## src/hdl/cfc_pkg.sv

```systemverilog
// Shared types and constants for the continued fraction convergent unit.
`timescale 1ns / 1ps

package cfc_pkg;

  localparam int unsigned DataW    = 64;
  localparam int unsigned HalfW    = DataW / 2;
  localparam int unsigned OutDataW = 5 * DataW;

  localparam logic [DataW-1:0] Unbounded = {1'b0, {(DataW-1){1'b1}}};
  localparam logic [DataW-1:0] ValOne    = DataW'(1);
  localparam logic [DataW-1:0] ValZero   = '0;

  // Product being built by the shared multiplier
  typedef enum logic [1:0] {
    OP_NUM,   // term * num_prev + num_prev2
    OP_DEN,   // term * den_prev + den_prev2
    OP_UPP,   // den_prev * k
    OP_LOW    // den_prev * den_prev + den_prev * k
  } op_e;

  // Partial product pass of a 64x64 wrapping multiply
  typedef enum logic [1:0] {
    STEP_LL,  // low x low, plus addend
    STEP_HL,  // high x low, shifted
    STEP_LH   // low x high, shifted, product complete
  } step_e;

  typedef struct packed {
    logic  load_term;
    logic  mul_en;
    op_e   op;
    step_e step;
    logic  commit;
    logic  emit_prev;
    logic  emit_final;
  } cmd_t;

  typedef struct packed {
    logic started;
    logic final_term;
    logic out_free;
  } sts_t;

endpackage

```

## src/hdl/cfc_ctrl.sv

```systemverilog
// Sequencer for the convergent unit: input transfer, multiply passes, result issue.
`timescale 1ns / 1ps

module cfc_ctrl (
  input  logic          clk_i,
  input  logic          rst_ni,
  input  logic          in_valid_i,
  output logic          in_ready_o,
  input  cfc_pkg::sts_t sts_i,
  output cfc_pkg::cmd_t cmd_o
);

  typedef enum logic [1:0] {
    ST_IDLE,
    ST_MUL,
    ST_WRAP,
    ST_FINAL
  } state_e;

  state_e          state_q;
  cfc_pkg::op_e    op_q;
  cfc_pkg::step_e  step_q;

  assign in_ready_o = (state_q == ST_IDLE);

  always_comb begin
    cmd_o            = '0;
    cmd_o.load_term  = (state_q == ST_IDLE) && in_valid_i;
    cmd_o.mul_en     = (state_q == ST_MUL);
    cmd_o.op         = op_q;
    cmd_o.step       = step_q;
    cmd_o.commit     = (state_q == ST_WRAP) && (!sts_i.started || sts_i.out_free);
    cmd_o.emit_prev  = (state_q == ST_WRAP) && sts_i.started && sts_i.out_free;
    cmd_o.emit_final = (state_q == ST_FINAL) && sts_i.out_free;
  end

  always_ff @(posedge clk_i or negedge rst_ni) begin
    if (!rst_ni) begin
      state_q <= ST_IDLE;
      op_q    <= cfc_pkg::OP_NUM;
      step_q  <= cfc_pkg::STEP_LL;
    end else begin
      case (state_q)
        ST_IDLE: begin
          if (in_valid_i) begin
            state_q <= ST_MUL;
            op_q    <= cfc_pkg::OP_NUM;
            step_q  <= cfc_pkg::STEP_LL;
          end
        end
        ST_MUL: begin
          case (step_q)
            cfc_pkg::STEP_LL: step_q <= cfc_pkg::STEP_HL;
            cfc_pkg::STEP_HL: step_q <= cfc_pkg::STEP_LH;
            default: begin
              step_q <= cfc_pkg::STEP_LL;
              case (op_q)
                cfc_pkg::OP_NUM: op_q <= cfc_pkg::OP_DEN;
                cfc_pkg::OP_DEN: begin
                  if (sts_i.started) begin
                    op_q <= cfc_pkg::OP_UPP;
                  end else begin
                    state_q <= ST_WRAP;
                  end
                end
                cfc_pkg::OP_UPP: op_q <= cfc_pkg::OP_LOW;
                default: state_q <= ST_WRAP;
              endcase
            end
          endcase
        end
        ST_WRAP: begin
          if (cmd_o.commit) begin
            state_q <= sts_i.final_term ? ST_FINAL : ST_IDLE;
          end
        end
        ST_FINAL: begin
          if (sts_i.out_free) begin
            state_q <= ST_IDLE;
          end
        end
        default: state_q <= ST_IDLE;
      endcase
    end
  end

endmodule

```

## src/hdl/cfc_datapath.sv

```systemverilog
// Recurrence registers, shared 32x32 multiplier and output register.
`timescale 1ns / 1ps

module cfc_datapath (
  input  logic                           clk_i,
  input  logic                           rst_ni,
  input  cfc_pkg::cmd_t                  cmd_i,
  output cfc_pkg::sts_t                  sts_o,
  input  logic [cfc_pkg::DataW-1:0]      term_i,
  input  logic                           final_term_i,
  output logic                           out_valid_o,
  input  logic                           out_ready_i,
  output logic [cfc_pkg::OutDataW-1:0]   out_data_o,
  output logic                           out_unknown_o,
  output logic                           out_last_o
);

  localparam int unsigned W  = cfc_pkg::DataW;
  localparam int unsigned HW = cfc_pkg::HalfW;

  // recurrence state
  logic [W-1:0] num_prev_q, num_prev2_q, den_prev_q, den_prev2_q, held_q;
  logic         started_q;

  // current term and products
  logic [W-1:0] term_q, h_q, k_q, upp_q, low_q, acc_q, acc_d;
  logic         final_q;

  // output register
  logic         out_valid_q;
  logic [W-1:0] o_quot_q, o_num_q, o_den_q, o_low_q, o_upp_q;
  logic         o_unknown_q, o_last_q;

  logic [W-1:0]  opnd_a, opnd_b, addend;
  logic [HW-1:0] mul_x, mul_y;
  logic [W-1:0]  mul_p;
  logic          out_free;

  assign out_free = !out_valid_q || out_ready_i;

  always_comb begin
    case (cmd_i.op)
      cfc_pkg::OP_NUM: begin
        opnd_a = term_q;     opnd_b = num_prev_q; addend = num_prev2_q;
      end
      cfc_pkg::OP_DEN: begin
        opnd_a = term_q;     opnd_b = den_prev_q; addend = den_prev2_q;
      end
      cfc_pkg::OP_UPP: begin
        opnd_a = den_prev_q; opnd_b = k_q;        addend = cfc_pkg::ValZero;
      end
      default: begin
        opnd_a = den_prev_q; opnd_b = den_prev_q; addend = upp_q;
      end
    endcase
  end

  always_comb begin
    case (cmd_i.step)
      cfc_pkg::STEP_LL: begin
        mul_x = opnd_a[HW-1:0];  mul_y = opnd_b[HW-1:0];
      end
      cfc_pkg::STEP_HL: begin
        mul_x = opnd_a[W-1:HW];  mul_y = opnd_b[HW-1:0];
      end
      default: begin
        mul_x = opnd_a[HW-1:0];  mul_y = opnd_b[W-1:HW];
      end
    endcase
  end

  assign mul_p = mul_x * mul_y;

  always_comb begin
    if (cmd_i.step == cfc_pkg::STEP_LL) begin
      acc_d = mul_p + addend;
    end else begin
      acc_d = acc_q + {mul_p[HW-1:0], {HW{1'b0}}};
    end
  end

  // payload registers
  always_ff @(posedge clk_i) begin
    if (cmd_i.load_term) begin
      term_q  <= term_i;
      final_q <= final_term_i;
    end
    if (cmd_i.mul_en) begin
      acc_q <= acc_d;
      if (cmd_i.step == cfc_pkg::STEP_LH) begin
        case (cmd_i.op)
          cfc_pkg::OP_NUM: h_q   <= acc_d;
          cfc_pkg::OP_DEN: k_q   <= acc_d;
          cfc_pkg::OP_UPP: upp_q <= acc_d;
          default:         low_q <= acc_d;
        endcase
      end
    end
    if (cmd_i.emit_prev) begin
      o_quot_q    <= held_q;
      o_num_q     <= num_prev_q;
      o_den_q     <= den_prev_q;
      o_low_q     <= low_q;
      o_upp_q     <= upp_q;
      o_unknown_q <= 1'b0;
      o_last_q    <= 1'b0;
    end else if (cmd_i.emit_final) begin
      o_quot_q    <= term_q;
      o_num_q     <= h_q;
      o_den_q     <= k_q;
      o_low_q     <= cfc_pkg::Unbounded;
      o_upp_q     <= cfc_pkg::Unbounded;
      o_unknown_q <= 1'b1;
      o_last_q    <= 1'b1;
    end
  end

  // recurrence state, h(-1)=1 h(-2)=0 k(-1)=0 k(-2)=1
  always_ff @(posedge clk_i or negedge rst_ni) begin
    if (!rst_ni) begin
      num_prev_q  <= cfc_pkg::ValOne;
      num_prev2_q <= cfc_pkg::ValZero;
      den_prev_q  <= cfc_pkg::ValZero;
      den_prev2_q <= cfc_pkg::ValOne;
      held_q      <= cfc_pkg::ValZero;
      started_q   <= 1'b0;
    end else if (cmd_i.emit_final) begin
      num_prev_q  <= cfc_pkg::ValOne;
      num_prev2_q <= cfc_pkg::ValZero;
      den_prev_q  <= cfc_pkg::ValZero;
      den_prev2_q <= cfc_pkg::ValOne;
      held_q      <= cfc_pkg::ValZero;
      started_q   <= 1'b0;
    end else if (cmd_i.commit) begin
      num_prev2_q <= num_prev_q;
      den_prev2_q <= den_prev_q;
      num_prev_q  <= h_q;
      den_prev_q  <= k_q;
      held_q      <= term_q;
      started_q   <= 1'b1;
    end
  end

  always_ff @(posedge clk_i or negedge rst_ni) begin
    if (!rst_ni) begin
      out_valid_q <= 1'b0;
    end else if (cmd_i.emit_prev || cmd_i.emit_final) begin
      out_valid_q <= 1'b1;
    end else if (out_ready_i) begin
      out_valid_q <= 1'b0;
    end
  end

  assign sts_o.started    = started_q;
  assign sts_o.final_term = final_q;
  assign sts_o.out_free   = out_free;

  assign out_valid_o   = out_valid_q;
  assign out_data_o    = {o_upp_q, o_low_q, o_den_q, o_num_q, o_quot_q};
  assign out_unknown_o = o_unknown_q;
  assign out_last_o    = o_last_q;

  a_emit_needs_room: assert property (@(posedge clk_i) disable iff (!rst_ni)
    (cmd_i.emit_prev || cmd_i.emit_final) |-> out_free)
    else $error("result issued over an untaken result");

  a_emit_exclusive: assert property (@(posedge clk_i) disable iff (!rst_ni)
    !(cmd_i.emit_prev && cmd_i.emit_final))
    else $error("two results issued in one cycle");

  a_restart_after_final: assert property (@(posedge clk_i) disable iff (!rst_ni)
    cmd_i.emit_final |=> (!started_q && den_prev_q == cfc_pkg::ValZero))
    else $error("state not restarted after final convergent");

  a_no_load_while_busy: assert property (@(posedge clk_i) disable iff (!rst_ni)
    !(cmd_i.load_term && (cmd_i.mul_en || cmd_i.commit)))
    else $error("term loaded while a term is in progress");

endmodule

```

## src/hdl/continued_fraction_convergents_unit.sv

```systemverilog
// Top level of the continued fraction convergent unit.
//
//  channel  dir  fields (lowest bit up)
//  s_axis   in   tdata: term[63:0]; tlast: final_term
//  m_axis   out  tdata: quotient, numerator, denominator, lower_bound_product,
//                upper_bound_product (64 bits each); tuser: bounds_unknown;
//                tlast: last_result
//
//  One term at a time. First term of a fraction: transfer, numerator and
//  denominator products, commit; later terms also form the bound products.
//  A final term adds a step to issue the exact convergent. All products use
//  the single shared 32x32 multiplier, three passes per 64-bit wrapping product.
//  Reset restores h(-1)=1, h(-2)=0, k(-1)=0, k(-2)=1. A stalled m_axis holds
//  the unit in its issue step; a new term is taken while a result waits.
`timescale 1ns / 1ps

module continued_fraction_convergents_unit (
  input  logic                            clk_i,
  input  logic                            rst_ni,
  input  logic                            s_axis_tvalid,
  output logic                            s_axis_tready,
  input  logic [cfc_pkg::DataW-1:0]       s_axis_tdata,   // term
  input  logic                            s_axis_tlast,   // final_term
  output logic                            m_axis_tvalid,
  input  logic                            m_axis_tready,
  output logic [cfc_pkg::OutDataW-1:0]    m_axis_tdata,   // quotient, numerator,
                                                          // denominator, lower, upper
  output logic [0:0]                      m_axis_tuser,   // bounds_unknown
  output logic                            m_axis_tlast    // last_result
);

  cfc_pkg::cmd_t cmd;
  cfc_pkg::sts_t sts;

  cfc_ctrl u_ctrl (
    .clk_i      (clk_i),
    .rst_ni     (rst_ni),
    .in_valid_i (s_axis_tvalid),
    .in_ready_o (s_axis_tready),
    .sts_i      (sts),
    .cmd_o      (cmd)
  );

  cfc_datapath u_datapath (
    .clk_i         (clk_i),
    .rst_ni        (rst_ni),
    .cmd_i         (cmd),
    .sts_o         (sts),
    .term_i        (s_axis_tdata),
    .final_term_i  (s_axis_tlast),
    .out_valid_o   (m_axis_tvalid),
    .out_ready_i   (m_axis_tready),
    .out_data_o    (m_axis_tdata),
    .out_unknown_o (m_axis_tuser[0]),
    .out_last_o    (m_axis_tlast)
  );

endmodule

```

## config.mk

```make
export PLATFORM = sky130hd
export DESIGN_NAME = continued_fraction_convergents_unit
export DESIGN_NICKNAME = d
export VERILOG_FILES = /design/src/hdl/cfc_pkg.sv /design/src/hdl/cfc_ctrl.sv /design/src/hdl/cfc_datapath.sv /design/src/hdl/continued_fraction_convergents_unit.sv
export SDC_FILE = /design/constraint.sdc
export NUM_CORES = 2
export LEC_CHECK = 0
export BUFFER_PORTS_ARGS = -buffer_cell sky130_fd_sc_hd__buf_4
export CORE_MARGIN = 1
export CORE_UTILIZATION = 44
export DETAILED_ROUTE_END_ITERATION = 12
export HOLD_SLACK_MARGIN = 0.1
export PLACE_DENSITY = 0.63
export SLEW_MARGIN = 40
export SYNTH_ARGS = -nofsm -noshare
export SYNTH_HDL_FRONTEND = slang
export SYNTH_SLANG_ARGS = --single-unit
```

## constraint.sdc

```tcl
create_clock -name clk_i -period 43.4 [get_ports clk_i]
set_clock_uncertainty 0.2 [all_clocks]
set_input_delay 4.34 -clock clk_i [delete_from_list [all_inputs] [get_ports clk_i]]
set_output_delay 4.34 -clock clk_i [all_outputs]
set_load 0.005 [all_outputs]
```

==> key figures <==
Run status
  • Status: finished, final reports clean

Setup path
  • Startpoint types: flip-flop
  • CP peak stage delay: 740 ps
  • Critical path data required time: 43630 ps
  • Worst Path Arrival: 14740 ps
  • Setup Crit Path Kind: flip-flop to flip-flop
  • CP max FO: 53
  • Most used cell, CP: fa_1
  • CP Capture Type: flip-flop
  • Slowest CP cell: a211oi_1

Synth
  • Synth unique cells: 90
  • Gate Count Post-Synth: 7051
  • Post-synth EDFFs: 705
  • Synth cell count leaders: fa_1 (898), nand2_1 (891), inv_1 (886)
  • Seq/Total Area, Yosys: 0.382
  • Mapped Avg Cell Area: 10.9 um^2
  • Synthesized area: 76900 um^2
  • Share of the synthesized area in the top cell type: 0.275
  • #FFs+latches synth: 1034
  • Top FF cell, synth: edfxtp_1
  • Post-synth ARST share: 0.317
  • Top cell type by total area after synthesis: edfxtp_1
  • Yosys warning total: 0
  • Top-count cell post-synth: fa_1
  • Synth top area cells: edfxtp_1 (28%), fa_1 (23%), dfrtp_1 (11%)
  • Syn_nets: 8380

Global routing
  • First-pass GRT wire length: 401000 um
  • Vias in the first global route: 56867
  • Total gr overflow: 0
  • Antenna violations before repair: 9
  • Largest net degree at the start of global routing: 109
  • Tot GR Track Use: 0.315

Drt
  • Drt pass-1 iters: 6
  • Antenna Nets Post-Route: 0
  • Vias: 57034
  • WL per Instance: 28.3 um
  • Vias/cell: 5.87
  • Detailed Route WL: 276000 um
  • Residual DRC: 0
  • Number of DRC markers in iteration 0: 6421

Timing
  • Crit share post-route: 0.334
  • Setup TNS: 0 ps
  • Min cycle time layout: 14510 ps
  • Max transition margin: 0.348
  • RSZ-0062 raised after global routing: false
  • Final Hold Fails: 0
  • Max Freq: 68.9 MHz
  • Fin. max-slew vios: 0
  • Worst-Margin Slew: 978 ps
  • Final setup viols: 0

Hold path
  • Hold Crit Class: flip-flop to flip-flop

Placed design
  • Port bufs: 392
  • Post-DP HPWL: 212000 um
  • Placed cell area: 82800 um^2
  • Final GP Congestion: 1.03

Clock tree
  • Post-CTS Resized: 0
  • CTS buffer count: 108
  • CTS tree: yes
  • Clock latency on the worst-skew pair: 830 ps
  • Clock Pin Slew Worst Setup and Hold Paths: 70 ps
  • Sink Count: 1034
  • CTS Hold Bufs: 0
  • Setup Fix Bufs, Post-CTS: 0
  • Root buffer cell: clkbuf_16
  • Clk buf depth: 3
  • H-tree Lvls: 3

Floorplan
  • Io pins: 393
  • Initial cell density of the core: 0.443
  • Die footprint: 176000 um^2
  • Row cnt: 153
  • Core area: 174000 um^2
  • Die Y: 420 um
  • Die Wd: 420 um

Cells and area
  • Final instance area: 86600 um^2
  • Filler instances: 15594
  • Nets: 8628
  • Area grow syn2layout: 12.6%
  • Layout cells sized above 1: 0.153

Job
  • Max-cap violations: 0
flip-flops by register name, indices dropped and copies added, names as in the netlist, 2 cells and up:
signal,count
u_datapath.o_quot_q,64
u_ctrl.step_q,2
u_datapath.term_q,64
u_ctrl.state_q,2
u_datapath.den_prev_q,64
u_ctrl.op_q,2
u_datapath.held_q,64
u_datapath.acc_q,64
u_datapath.k_q,64
u_datapath.low_q,64
u_datapath.h_q,64
u_datapath.den_prev2_q,64
u_datapath.o_den_q,64
u_datapath.o_num_q,64
u_datapath.o_upp_q,64
u_datapath.upp_q,64
u_datapath.num_prev2_q,64
u_datapath.o_low_q,64
u_datapath.num_prev_q,64
through the flow:
step	setup slack [ps]	cells	utilization	hold WS, ps
2_1_floorplan	24540	7051	-	258
3_3_place_gp	29050	9505	0.475	263
3_5_place_dp	29210	9512	0.477	274
4_1_cts	29120	9717	0.498	235
5_1_grt	28480	9719	0.499	245
6_report	28890	9724	0.499	235
final timing paths:
| kind | slack [ps] | end | depth (start not counted) | start |
|---|---|---|---|---|
| max in group asynchronous | 37910 | u_datapath.held_q[50] | 3 | rst_ni |
| max reg2reg | 28890 | u_datapath.low_q[63] | 42 | u_ctrl.op_q[0] |
| min | 240 | u_datapath.num_prev_q[4] | 1 | u_datapath.h_q[4] |
| min reg2reg | 240 | u_datapath.num_prev_q[4] | 1 | u_datapath.h_q[4] |
| min in group asynchronous | 3280 | u_datapath.num_prev_q[15] | 1 | rst_ni |
| max | 28890 | u_datapath.low_q[63] | 42 | u_ctrl.op_q[0] |
cell usage in the layout (no fill, tap or decap), types with 29 or more instances in the layout:
master / netlist / final
nand3_1: 67 / 66
xnor2_1: 81 / 73
nor2_1: 663 / 659
ha_1: 362 / 358
a21o_1: 68 / 68
xor2_1: 63 / 59
o21ai_1: 61 / 73
a211oi_1: 37 / 29
a21oi_1: 192 / 190
or2_2: 133 / 133
nand2_1: 891 / 891
buf_4: 1 / 496
dfrtp_1: 326 / 325
o21a_1: 51 / 49
o21ai_0: 192 / 166
inv_1: 886 / 885
a22oi_1: 103 / 103
fa_1: 898 / 898
mux2_2: 193 / 193
edfxtp_1: 705 / 705
a22o_1: 344 / 344
a31oi_1: 40 / 33
clkbuf_16: 0 / 108
critical path: cells and delay by family, from the launching register on:
kind            cells  cell delay (ps)
fa+ha+maj          11             5300
mux                 1              620
buf+inv             5             1350
simple gates        7             1050
flops               1              460
xor+xnor            3              480
compound gates     15             4590
routing by layer:
| metal | up-vias | GRT usage | wire length (um) |
|---|---|---|---|
| met5 | - | 0 | 24 |
| met4 | 4 | 0.135 | 13900 |
| met3 | 461 | 0.0795 | 31100 |
| met2 | 3259 | 0.453 | 117000 |
| met1 | 29358 | 0.450 | 114000 |
| li1 | 23952 | - | - |
kinds of logic after synthesis:
family / share of synthesized area
compound gates: 0.112
buf+inv: 0.0623
flops: 0.382
mux: 0.0293
simple gates: 0.105
xor+xnor: 0.0164
fa+ha+maj: 0.293
final cells by class:
| class | instances | area, um^2 | area share |
|---|---|---|---|
| diodes | 5 | 12.5 | 0.000145 |
| clock buffers | 145 | 2940 | 0.0340 |
| clock inverters | 60 | 796 | 0.00919 |
| inverters | 887 | 3330 | 0.0385 |
| multi-input cells | 4743 | 43100 | 0.498 |
| flip-flops and latches | 1034 | 29400 | 0.340 |
| well taps | 2325 | 2910 | 0.0336 |
| repair buffers | 525 | 4110 | 0.0475 |
Power is left out: the tool's default activity adds up to more than one toggle a clock period on the data nets, which glitch-free logic cannot reach.
